`src/hdl/rtq_pkg.sv`:
```
// ----------------------------------------------------------------------------
// rtq_pkg
// Shared constants and types for the resistive touch qualifier.
// ----------------------------------------------------------------------------
package rtq_pkg;

  localparam int ADC_BITS  = 12;
  localparam int COEF_W    = 32;   // calibration register width
  localparam int CRD_W     = 10;   // scaled coordinate width (< 1024)
  localparam int POS_W     = 16;
  localparam int ACC_W     = 44;   // MAC accumulator, covers 2^31 * 1790 + 2^31
  localparam int NUM_W     = 44;   // divider dividend width
  localparam int DEN_W     = 32;   // divider divisor width
  localparam int IDX_W     = 3;
  localparam int PRESS_W   = 12;   // min_pressure register width

  localparam int RES_X     = 610;
  localparam int RES_Y     = 380;
  localparam int JUMP_MAX  = 250;
  localparam int RES_MAX   = 1300000;
  localparam int SCALE_H   = 768;
  localparam int MILLI     = 1000;
  localparam int MIN_PRESS_RESET = 100;

  // register indexes
  localparam logic [IDX_W-1:0] REG_XX_GAIN   = 3'd0;
  localparam logic [IDX_W-1:0] REG_XY_GAIN   = 3'd1;
  localparam logic [IDX_W-1:0] REG_X_OFFSET  = 3'd2;
  localparam logic [IDX_W-1:0] REG_YX_GAIN   = 3'd3;
  localparam logic [IDX_W-1:0] REG_YY_GAIN   = 3'd4;
  localparam logic [IDX_W-1:0] REG_Y_OFFSET  = 3'd5;
  localparam logic [IDX_W-1:0] REG_DIVISOR   = 3'd6;
  localparam logic [IDX_W-1:0] REG_MIN_PRESS = 3'd7;

  typedef struct packed {
    logic en;     // update accumulator this cycle
    logic accum;  // 1: add to accumulator, 0: start from addend
  } mac_ctl_t;

endpackage

```
`src/hdl/rtq_in_if.sv`:
```
// ----------------------------------------------------------------------------
// rtq_in_if
// Sample channel: raw X, Y, Z1 conversions with valid/ready.
// ----------------------------------------------------------------------------
interface rtq_in_if #(
  parameter int ADC_BITS = rtq_pkg::ADC_BITS
);
  logic                valid;
  logic                ready;
  logic [ADC_BITS-1:0] x_sample;
  logic [ADC_BITS-1:0] y_sample;
  logic [ADC_BITS-1:0] z1_sample;

  modport source (output valid, x_sample, y_sample, z1_sample, input ready);
  modport sink   (input valid, x_sample, y_sample, z1_sample, output ready);
endinterface

```
`src/hdl/rtq_out_if.sv`:
```
// ----------------------------------------------------------------------------
// rtq_out_if
// Report channel: calibrated point and press/release flags with valid/ready.
// ----------------------------------------------------------------------------
interface rtq_out_if;
  logic                      valid;
  logic                      ready;
  logic [rtq_pkg::POS_W-1:0] pos_x;
  logic [rtq_pkg::POS_W-1:0] pos_y;
  logic                      pressed;
  logic                      last;

  modport source (output valid, pos_x, pos_y, pressed, last, input ready);
  modport sink   (input valid, pos_x, pos_y, pressed, last, output ready);
endinterface

```
`src/hdl/rtq_div.sv`:
```
// ----------------------------------------------------------------------------
// rtq_div
// Unsigned restoring divider, one quotient bit per cycle.
// ----------------------------------------------------------------------------
module rtq_div (
  input  logic                        clk,
  input  logic                        rst,
  input  logic                        start,
  input  logic [rtq_pkg::NUM_W-1:0]   num,
  input  logic [rtq_pkg::DEN_W-1:0]   den,
  output logic                        done,
  output logic [rtq_pkg::NUM_W-1:0]   quo
);
  localparam int NW = rtq_pkg::NUM_W;
  localparam int DW = rtq_pkg::DEN_W;
  localparam int CW = $clog2(NW + 1);

  logic          busy;
  logic [CW-1:0] cnt;
  logic [NW-1:0] num_r;
  logic [DW:0]   rem;
  logic [DW-1:0] den_r;
  logic [DW:0]   rem_sh;
  logic          ge;

  assign rem_sh = {rem[DW-1:0], num_r[NW-1]};
  assign ge     = rem_sh >= {1'b0, den_r};
  assign quo    = num_r;

  always_ff @(posedge clk) begin
    if (rst) begin
      busy <= 1'b0;
      done <= 1'b0;
      cnt  <= '0;
    end else begin
      done <= 1'b0;
      if (start) begin
        busy <= 1'b1;
        cnt  <= CW'(NW);
      end else if (busy) begin
        cnt <= cnt - 1'b1;
        if (cnt == CW'(1)) begin
          busy <= 1'b0;
          done <= 1'b1;
        end
      end
    end
  end

  always_ff @(posedge clk) begin
    if (start) begin
      num_r <= num;
      den_r <= den;
      rem   <= '0;
    end else if (busy) begin
      rem   <= ge ? (rem_sh - {1'b0, den_r}) : rem_sh;
      num_r <= {num_r[NW-2:0], ge};
    end
  end
endmodule

```
`src/hdl/rtq_mac.sv`:
```
// ----------------------------------------------------------------------------
// rtq_mac
// Shared signed multiply-accumulate: acc = (acc or addend) + a * b.
// ----------------------------------------------------------------------------
module rtq_mac (
  input  logic                               clk,
  input  rtq_pkg::mac_ctl_t                  ctl,
  input  logic signed [rtq_pkg::COEF_W-1:0]  a,
  input  logic        [rtq_pkg::CRD_W-1:0]   b,
  input  logic signed [rtq_pkg::ACC_W-1:0]   addend,
  output logic signed [rtq_pkg::ACC_W-1:0]   acc
);
  localparam int PW = rtq_pkg::COEF_W + rtq_pkg::CRD_W + 1;

  logic signed [PW-1:0]             prod;
  logic signed [rtq_pkg::ACC_W-1:0] base;

  assign prod = a * $signed({1'b0, b});
  assign base = ctl.accum ? acc : addend;

  always_ff @(posedge clk) begin
    if (ctl.en) begin
      acc <= base + rtq_pkg::ACC_W'(prod);
    end
  end
endmodule

```
`src/hdl/resistive_touch_qualifier.sv`:
```
// ----------------------------------------------------------------------------
// resistive_touch_qualifier
// Touch sample qualifier with pressure filter and affine calibration.
// ----------------------------------------------------------------------------
// Usage:
//   samples : one X, Y, Z1 conversion set per transfer (valid/ready).
//   reports : zero, one or two results per sample; last marks the final one.
//   cfg_*   : write-only register port, written while the block is idle.
// Sequencing:
//   A sample with Z1 = 0 skips the resistance division.
//   Other samples run the shared divider once for the touch resistance; a
//   press report with calibration runs it twice more. Without calibration
//   (divisor 0) a press report goes from ST_MAP straight to report delivery.
//   samples.ready is high only while the sequencer is idle; the shared
//   divider and multiply-accumulate unit set the rate.
// Reset: registers return to their defaults, nothing is held, no report.
// A stalled receiver holds the report register; the sequencer waits until
// it drains before loading the next report.
// ----------------------------------------------------------------------------
module resistive_touch_qualifier #(
  parameter int ADC_BITS = rtq_pkg::ADC_BITS
) (
  input  logic                              clk,
  input  logic                              rst,
  input  logic                              cfg_we,
  input  logic [rtq_pkg::IDX_W-1:0]         cfg_index,
  input  logic [rtq_pkg::COEF_W-1:0]        cfg_data,
  rtq_in_if.sink                            samples,
  rtq_out_if.source                         reports
);
  localparam int AW = rtq_pkg::ACC_W;
  localparam int NW = rtq_pkg::NUM_W;
  localparam int DW = rtq_pkg::DEN_W;
  localparam int KW = rtq_pkg::COEF_W;
  localparam int CW = rtq_pkg::CRD_W;
  localparam int PW = rtq_pkg::POS_W;
  localparam int EW = ADC_BITS + 10;
  localparam logic [ADC_BITS-1:0] ADC_MASK = '1;

  localparam logic [3:0] ST_IDLE   = 4'd0;
  localparam logic [3:0] ST_RDIV   = 4'd1;
  localparam logic [3:0] ST_CLASS  = 4'd2;
  localparam logic [3:0] ST_MAP    = 4'd3;
  localparam logic [3:0] ST_MAPX2  = 4'd4;
  localparam logic [3:0] ST_XSTART = 4'd5;
  localparam logic [3:0] ST_XDIV   = 4'd6;
  localparam logic [3:0] ST_MAPY2  = 4'd7;
  localparam logic [3:0] ST_YSTART = 4'd8;
  localparam logic [3:0] ST_YDIV   = 4'd9;
  localparam logic [3:0] ST_EMIT_P = 4'd10;
  localparam logic [3:0] ST_EMIT_R = 4'd11;

  // configuration
  logic signed [KW-1:0]             cal [7];
  logic [rtq_pkg::PRESS_W-1:0]      min_press;

  // state
  logic [3:0]          state;
  logic [ADC_BITS-1:0] cur_x, cur_y, cur_z;
  logic [ADC_BITS-1:0] prev_pressure;
  logic                prev_pressure_valid;
  logic [ADC_BITS-1:0] held_x, held_y, held_pressure;
  logic                held_valid;
  logic                reported_flag;
  logic [CW-1:0]       xs, ys;
  logic                pend_release;
  logic                neg;
  logic [PW-1:0]       px, py;

  // output register
  logic          out_valid;
  logic [PW-1:0] out_x, out_y;
  logic          out_pressed, out_last;
  logic          slot_free;
  logic          out_load;

  // shared units
  rtq_pkg::mac_ctl_t     mac_ctl;
  logic signed [KW-1:0]  mac_a;
  logic [CW-1:0]         mac_b;
  logic signed [AW-1:0]  mac_add;
  logic signed [AW-1:0]  acc;
  logic                  div_start;
  logic [NW-1:0]         div_num;
  logic [DW-1:0]         div_den;
  logic                  div_done;
  logic [NW-1:0]         quo;

  rtq_mac u_mac (
    .clk    (clk),
    .ctl    (mac_ctl),
    .a      (mac_a),
    .b      (mac_b),
    .addend (mac_add),
    .acc    (acc)
  );

  rtq_div u_div (
    .clk   (clk),
    .rst   (rst),
    .start (div_start),
    .num   (div_num),
    .den   (div_den),
    .done  (div_done),
    .quo   (quo)
  );

  function automatic logic [PW-1:0] sat16(input logic n, input logic [NW-1:0] q);
    if (n) begin
      return '0;
    end else if (|q[NW-1:PW]) begin
      return '1;
    end else begin
      return q[PW-1:0];
    end
  endfunction

  // resistance terms
  logic [EW-1:0]    x610, y1000;
  logic [CW-1:0]    q1, q2;
  logic [18:0]      term2;
  assign x610  = EW'(cur_x) * EW'(rtq_pkg::RES_X);
  assign y1000 = EW'(cur_y) * EW'(rtq_pkg::MILLI);
  assign q1    = CW'(x610 >> ADC_BITS);
  assign q2    = CW'(y1000 >> ADC_BITS);
  assign term2 = 19'(CW'(rtq_pkg::MILLI) - q2) * 19'(rtq_pkg::RES_Y);

  // scaled held point
  logic [EW-1:0]       xsc, ysc;
  logic [ADC_BITS-1:0] yinv;
  assign yinv = ADC_MASK - held_y;
  assign xsc  = {held_x, 10'b0} >> ADC_BITS;
  assign ysc  = (EW'(yinv) * EW'(rtq_pkg::SCALE_H)) >> ADC_BITS;

  // classification
  logic [ADC_BITS-1:0] jump;
  logic                stable, rel_path, rep_ok;
  assign jump     = (prev_pressure >= cur_z) ? (prev_pressure - cur_z)
                                             : (cur_z - prev_pressure);
  assign stable   = (cur_z != '0) && prev_pressure_valid &&
                    (32'(jump) <= 32'(rtq_pkg::JUMP_MAX)) &&
                    !(acc > AW'(rtq_pkg::RES_MAX));
  assign rel_path = (cur_z == '0) || (cur_z == ADC_MASK);
  assign rep_ok   = held_valid && (32'(held_pressure) > 32'(min_press));

  assign slot_free     = !out_valid || reports.ready;
  assign out_load      = ((state == ST_EMIT_P) || (state == ST_EMIT_R)) && slot_free;
  assign samples.ready = (state == ST_IDLE);

  logic [AW-1:0] acc_mag;
  logic [KW-1:0] den_mag;
  assign acc_mag = acc[AW-1] ? AW'(-acc) : AW'(acc);
  assign den_mag = cal[6][KW-1] ? KW'(-cal[6]) : KW'(cal[6]);

  // shared unit control
  always_comb begin
    mac_ctl   = '{en: 1'b0, accum: 1'b0};
    mac_a     = '0;
    mac_b     = '0;
    mac_add   = '0;
    div_start = 1'b0;
    div_num   = '0;
    div_den   = '0;
    unique case (state)
      ST_IDLE: begin
        div_start = samples.valid && (samples.z1_sample != '0);
        div_num   = NW'(rtq_pkg::MILLI) << ADC_BITS;
        div_den   = DW'(samples.z1_sample);
      end
      ST_RDIV: begin
        mac_ctl = '{en: div_done, accum: 1'b0};
        mac_a   = KW'(quo - NW'(rtq_pkg::MILLI));
        mac_b   = q1;
        mac_add = -AW'(term2);
      end
      ST_MAP: begin
        mac_ctl = '{en: 1'b1, accum: 1'b0};
        mac_a   = cal[0];
        mac_b   = xs;
        mac_add = AW'(cal[2]);
      end
      ST_MAPX2, ST_MAPY2: begin
        mac_ctl = '{en: 1'b1, accum: 1'b1};
        mac_a   = (state == ST_MAPX2) ? cal[1] : cal[4];
        mac_b   = ys;
      end
      ST_XSTART, ST_YSTART: begin
        div_start = 1'b1;
        div_num   = acc_mag;
        div_den   = den_mag;
      end
      ST_XDIV: begin
        mac_ctl = '{en: div_done, accum: 1'b0};
        mac_a   = cal[3];
        mac_b   = xs;
        mac_add = AW'(cal[5]);
      end
      default: begin
      end
    endcase
  end

  // configuration writes
  always_ff @(posedge clk) begin
    if (rst) begin
      for (int i = 0; i < 7; i++) begin
        cal[i] <= '0;
      end
      min_press <= rtq_pkg::PRESS_W'(rtq_pkg::MIN_PRESS_RESET);
    end else if (cfg_we) begin
      if (cfg_index == rtq_pkg::REG_MIN_PRESS) begin
        min_press <= cfg_data[rtq_pkg::PRESS_W-1:0];
      end else begin
        cal[cfg_index] <= cfg_data;
      end
    end
  end

  // sequencer
  always_ff @(posedge clk) begin
    if (rst) begin
      state               <= ST_IDLE;
      prev_pressure       <= '0;
      prev_pressure_valid <= 1'b0;
      held_x              <= '0;
      held_y              <= '0;
      held_pressure       <= '0;
      held_valid          <= 1'b0;
      reported_flag       <= 1'b0;
      out_valid           <= 1'b0;
    end else begin
      if (out_load) begin
        out_valid <= 1'b1;
      end else if (reports.ready) begin
        out_valid <= 1'b0;
      end
      unique case (state)
        ST_IDLE: begin
          if (samples.valid) begin
            cur_x <= samples.x_sample;
            cur_y <= samples.y_sample;
            cur_z <= samples.z1_sample;
            state <= (samples.z1_sample == '0) ? ST_CLASS : ST_RDIV;
          end
        end
        ST_RDIV: begin
          if (div_done) begin
            state <= ST_CLASS;
          end
        end
        ST_CLASS: begin
          prev_pressure       <= cur_z;
          prev_pressure_valid <= (cur_z != '0);
          held_x              <= stable ? cur_x : '0;
          held_y              <= stable ? cur_y : '0;
          held_pressure       <= stable ? cur_z : '0;
          held_valid          <= stable;
          xs                  <= xsc[CW-1:0];
          ys                  <= ysc[CW-1:0];
          if (rel_path) begin
            reported_flag <= 1'b0;
            pend_release  <= 1'b1;
            state         <= (!reported_flag && rep_ok) ? ST_MAP : ST_EMIT_R;
          end else if (stable && rep_ok) begin
            reported_flag <= 1'b1;
            pend_release  <= 1'b0;
            state         <= ST_MAP;
          end else begin
            state <= ST_IDLE;
          end
        end
        ST_MAP: begin
          // divisor zero: scaled point goes out as is
          if (cal[6] == '0) begin
            px    <= PW'(xs);
            py    <= PW'(ys);
            state <= ST_EMIT_P;
          end else begin
            state <= ST_MAPX2;
          end
        end
        ST_MAPX2: state <= ST_XSTART;
        ST_XSTART: begin
          neg   <= acc[AW-1] ^ cal[6][KW-1];
          state <= ST_XDIV;
        end
        ST_XDIV: begin
          if (div_done) begin
            px    <= sat16(neg, quo);
            state <= ST_MAPY2;
          end
        end
        ST_MAPY2: state <= ST_YSTART;
        ST_YSTART: begin
          neg   <= acc[AW-1] ^ cal[6][KW-1];
          state <= ST_YDIV;
        end
        ST_YDIV: begin
          if (div_done) begin
            py    <= sat16(neg, quo);
            state <= ST_EMIT_P;
          end
        end
        ST_EMIT_P: begin
          if (slot_free) begin
            out_x       <= px;
            out_y       <= py;
            out_pressed <= 1'b1;
            out_last    <= !pend_release;
            state       <= pend_release ? ST_EMIT_R : ST_IDLE;
          end
        end
        ST_EMIT_R: begin
          if (slot_free) begin
            out_x       <= '0;
            out_y       <= '0;
            out_pressed <= 1'b0;
            out_last    <= 1'b1;
            state       <= ST_IDLE;
          end
        end
        default: state <= ST_IDLE;
      endcase
    end
  end

  assign reports.valid   = out_valid;
  assign reports.pos_x   = out_x;
  assign reports.pos_y   = out_y;
  assign reports.pressed = out_pressed;
  assign reports.last    = out_last;
endmodule

```
`src/flat_wrapper.sv`:
```
// flat-port wrapper written by rule: the top's interface ports become plain ports
module resistive_touch_qualifier_flat 
#(
  parameter int ADC_BITS = rtq_pkg::ADC_BITS
)
  (clk, rst, cfg_we, cfg_index, cfg_data, samples_valid, samples_x_sample, samples_y_sample, samples_z1_sample, samples_ready, reports_valid, reports_pos_x, reports_pos_y, reports_pressed, reports_last, reports_ready);
  rtq_in_if #(.ADC_BITS(ADC_BITS)) samples_i ();
  rtq_out_if reports_i ();
  input  logic clk;
  input  logic rst;
  input  logic cfg_we;
  input  logic [rtq_pkg::IDX_W-1:0] cfg_index;
  input  logic [rtq_pkg::COEF_W-1:0] cfg_data;
  input wire logic [$bits(samples_i.valid)-1:0] samples_valid;
  input wire logic [$bits(samples_i.x_sample)-1:0] samples_x_sample;
  input wire logic [$bits(samples_i.y_sample)-1:0] samples_y_sample;
  input wire logic [$bits(samples_i.z1_sample)-1:0] samples_z1_sample;
  output wire logic [$bits(samples_i.ready)-1:0] samples_ready;
  output wire logic [$bits(reports_i.valid)-1:0] reports_valid;
  output wire logic [$bits(reports_i.pos_x)-1:0] reports_pos_x;
  output wire logic [$bits(reports_i.pos_y)-1:0] reports_pos_y;
  output wire logic [$bits(reports_i.pressed)-1:0] reports_pressed;
  output wire logic [$bits(reports_i.last)-1:0] reports_last;
  input wire logic [$bits(reports_i.ready)-1:0] reports_ready;
  assign samples_i.valid = samples_valid;
  assign samples_i.x_sample = samples_x_sample;
  assign samples_i.y_sample = samples_y_sample;
  assign samples_i.z1_sample = samples_z1_sample;
  assign samples_ready = samples_i.ready;
  assign reports_valid = reports_i.valid;
  assign reports_pos_x = reports_i.pos_x;
  assign reports_pos_y = reports_i.pos_y;
  assign reports_pressed = reports_i.pressed;
  assign reports_last = reports_i.last;
  assign reports_i.ready = reports_ready;
  resistive_touch_qualifier #(.ADC_BITS(ADC_BITS)) u_core (.clk(clk), .rst(rst), .cfg_we(cfg_we), .cfg_index(cfg_index), .cfg_data(cfg_data), .samples(samples_i), .reports(reports_i));
endmodule
```
`config.mk`:
```
export PLATFORM = sky130hd
export DESIGN_NAME = resistive_touch_qualifier_flat
export DESIGN_NICKNAME = d
export VERILOG_FILES = /design/src/hdl/rtq_pkg.sv /design/src/hdl/rtq_in_if.sv /design/src/hdl/rtq_out_if.sv /design/src/hdl/rtq_div.sv /design/src/hdl/rtq_mac.sv /design/src/hdl/resistive_touch_qualifier.sv /design/src/flat_wrapper.sv
export SDC_FILE = /design/constraint.sdc
export NUM_CORES = 2
export LEC_CHECK = 0
export BUFFER_PORTS_ARGS = -buffer_cell sky130_fd_sc_hd__clkbuf_2
export CORE_AREA = 2 2 292 294
export DETAILED_ROUTE_END_ITERATION = 10
export DIE_AREA = 0 0 294 296
export GPL_TIMING_DRIVEN = 0
export PLACE_DENSITY_LB_ADDON = 0.3
export SLEW_MARGIN = 20
export SYNTH_ARGS = -nofsm -noshare
export SYNTH_HDL_FRONTEND = slang
export SYNTH_SLANG_ARGS = --single-unit
```
`constraint.sdc`:
```
create_clock -name clk -period 14.05 [get_ports clk]
set_input_delay 2.1075 -clock clk [delete_from_list [all_inputs] [get_ports clk]]
set_output_delay 2.1075 -clock clk [all_outputs]
set_load 0.03 [all_outputs]
```
==> key figures <==
Logic synthesis
  • Register area share after synthesis: 34.68%
  • Post-synthesis cell area: 0.04572 sq mm
  • Number of standard cells after synthesis: 4715
  • Adder-Cell Fraction of Synth Area: 26.08%
  • EDFF count, synth: 436
  • Synth unique cells: 94
  • Simple-Gate Fraction of Synth Area: 15.53%
  • Mux contribution to synthesized area: 0.8237%
  • XOR/XNOR share of the synthesized area: 4.669%
  • Most used flip-flop cell after synthesis: sky130_fd_sc_hd__edfxtp_1
  • Post-Syn Nets: 5502
  • Compound-gate portion of the synthesized area: 11.64%
  • Number of warnings reported in the yosys synthesis log: 0
  • Mean cell area of the mapped netlist: 9.697 sq um
  • Largest family of logic cells by synthesized area: adder cells
  • Share of synthesized flip-flops with an asynchronous set or reset: 0%
  • Post-synthesis register bit count: 574

Hold path
  • Min-Delay Path Class: reg2reg

CTS
  • TritonCTS Sinks: 574
  • Reg clk slew, reported paths: 0.06 ns
  • CTS root buf: sky130_fd_sc_hd__clkbuf_16
  • Hold bufs inserted after CTS: 0
  • Count of H-tree levels built during CTS: 3
  • Worst skew pair latency: 0.64 ns
  • Number of buffers inserted during clock tree synthesis: 66
  • Clock tree from TritonCTS: done
  • Clk buf depth: 3

Timing
  • Post-route minimum period: 15.01 ns
  • Fin Clk Skew: 0.02398 ns
  • Hold violation total from the final report: 0
  • Unrepaired setup endpoints after global routing: true
  • Remaining max-slew budget at the tightest pin: 21.40%
  • Final worst-path cycle share: 106.9%
  • Final Max Slew Viols: 0
  • FMAX: 66.61 MHz
  • Actual slew at the worst max-slew pin: 1.179 ns
  • Final setup margin: -0.9636 ns
  • Total of endpoints with negative setup slack in the final report: 20

Global routing
  • Global-route wire length before repair: 219.0 mm
  • Via count of the first global-routing pass: 37077
  • GR Util All Layers: 33.45%
  • Global Route met2 Usage: 51.27%
  • Grt ovf: 0
  • Met1 capacity usage during global routing: 44.98%
  • Initial antenna violation count: 12
  • GRT met3 Usage: 7.719%
  • Most heavily used metal layer in global routing: met2
  • Pin count of the biggest net entering global routing: 33

Critical path
  • Data required, critical path: 14.42 ns
  • Element type at the critical path start: flip-flop
  • Worst endpoint data arrival time: 15.38 ns
  • Max Fanout on Critical Path: 4
  • Start-to-end type of the worst setup path: reg2reg
  • Crit path max-delay cell type: sky130_fd_sc_hd__fa_1
  • Max incr delay on CP: 0.55 ns
  • CP Buf/Inv Count: 9
  • Cell repeated most along the worst path: sky130_fd_sc_hd__fa_1
  • Endpoint kind of the worst setup timing path: flip-flop
  • Category of cells accounting for the largest share of critical-path delay: adder cells

Status
  • Violated checks: DRC, setup timing
  • Status: finished, violations left

Placed design
  • Routability-driven placement congestion ratio: 0.9718
  • Detail Placement HPWL: 110.2 mm
  • Worst slack at placement: -3.217 ns
  • Number of buffers inserted by port buffering: 109

Detailed routing
  • DRT Wirelength: 144.6 mm
  • Wire per inst: 23.53 um
  • Drt first pass iters: 11
  • Number of nets still failing antenna checks after routing: 0
  • Starting DRT DRC Count: 4497
  • Mean number of vias per cell: 6.116
  • Via Count: 37577
  • DR DRC count: 2

Floorplan
  • Die width: 294 um
  • Standard-cell rows: 107
  • Total die area: 0.08702 sq mm
  • Initial Utilization: 54.29%
  • Core box area: 0.08421 sq mm
  • Vertical die dimension: 296 um
  • Number of primary I/O pins: 112

Job
  • Number of max-cap violations: 0

Cells and area
  • # nets final: 5780
  • Top library cells by usage in the layout, fill and taps aside: sky130_fd_sc_hd__inv_1 (571), sky130_fd_sc_hd__nand2_1 (565), sky130_fd_sc_hd__nor2_1 (448), sky130_fd_sc_hd__edfxtp_1 (436), sky130_fd_sc_hd__fa_1 (402)
  • Syn-to-layout area delta: 13.15%
  • Fraction of final layout cells with drive strength greater than 1: 9.948%
  • Most common library cell in the layout ignoring fill and taps: sky130_fd_sc_hd__inv_1
[per-layer routing]
layer | wire (um) | vias up
li1 | - | 16553
met1 | 56570 | 18426
met2 | 63070 | 2167
met3 | 17300 | 417
met5 | 86 | -
met4 | 7555 | 14
[synth_stat cells, drive strengths merged, types with 32 or more instances]
cell type | instances | share of area (%)
clkbuf | 189 | 1.6
ha | 309 | 8.5
nand2 | 568 | 4.7
nor3 | 73 | 0.80
nand4 | 74 | 1.0
nand3 | 75 | 0.82
xor2 | 120 | 2.3
dfxtp | 138 | 6.0
edfxtp | 436 | 29
o21ai | 190 | 2.1
fa | 402 | 18
a22oi | 48 | 0.79
a21o | 62 | 1.0
nor4 | 32 | 0.45
a211oi | 35 | 0.57
xnor2 | 120 | 2.3
and2 | 77 | 1.1
a222oi | 37 | 0.81
a21oi | 212 | 2.3
inv | 587 | 4.8
or3 | 32 | 0.45
nand2b | 45 | 0.63
nor2 | 457 | 3.8
[cell families after synthesis]
logic type                 Yosys count
AOI/OAI and AO/OA                  801
DFF                                574
and+or+nand+nor                   1553
adders and majority gates          712
buffers and inverters              798
xor gates and xnor gates           241
muxes                               36
[worst register-to-register path: cells and delay by family, from the launching register on]
kind / cells / cell delay, ns
adder cells (fa/ha/maj): 17 / 7.06
buffers and inverters: 9 / 0.71
XOR/XNOR: 3 / 0.53
AND/OR/NAND/NOR: 7 / 1.78
flip-flops: 1 / 0.47
AO/OA/AOI/OAI: 16 / 4.17
[timing repair]
action	CTS	global route
cloned	0	0
setup buffers	59	24
resized for setup	111	35
pin swaps	59	35
endpoints found under the setup margin	29	24
[through the flow]
step	TNS [ns]	util [%]	instances	hold slack (ns)	cell area [sq um]
global route	-21.52	61.43	6140	0.4427	51730
global placement	-59.21	56.80	5914	0.4161	47830
finish	-11.39	61.44	6144	0.4280	51740
CTS	-7.315	61.04	6115	0.4290	51400
floorplan	-1.876	-	4715	0.4081	45920
detailed placement	-55.61	57.23	5939	0.4141	48190
[layout make-up]
| class | count | area (sq um) |
|---|---|---|
| clock buffers | 80 | 1704 |
| inverters | 587 | 2212 |
| fillers | 6932 | 32470 |
| well taps | 1090 | 1364 |
| diodes | 8 | 20.02 |
| multi-input cells | 3343 | 27870 |
| flip-flops and latches | 574 | 15860 |
| plain buffers | 208 | 794.5 |
| repair buffers | 213 | 1490 |
| clock inverters | 41 | 427.9 |
[flip-flops by register name, indices dropped and copies added (netlist names), 16 cells and up]
signal,count
u_core.cal,224
u_core.reports.pos_x,16
u_core.reports.pos_y,16
u_core.u_div.quo,44
u_core.u_div.rem,32
u_core.px,16
u_core.py,16
u_core.u_mac.acc,44
u_core.u_div.den_r,32
[worst paths after layout]
kind               startpoint                    to  slack [ns]  depth (start not counted)
min          u_core.held_x[7]          u_core.xs[5]        0.43                          0
min reg2reg  u_core.held_x[7]          u_core.xs[5]        0.43                          0
max reg2reg   u_core.cur_y[2]  u_core.u_mac.acc[40]       -0.96                         52
max           u_core.cur_y[2]  u_core.u_mac.acc[40]       -0.96                         52
Power is not shown: default switching activity piles up to over one toggle a cycle in this logic, so the estimate is an artifact.
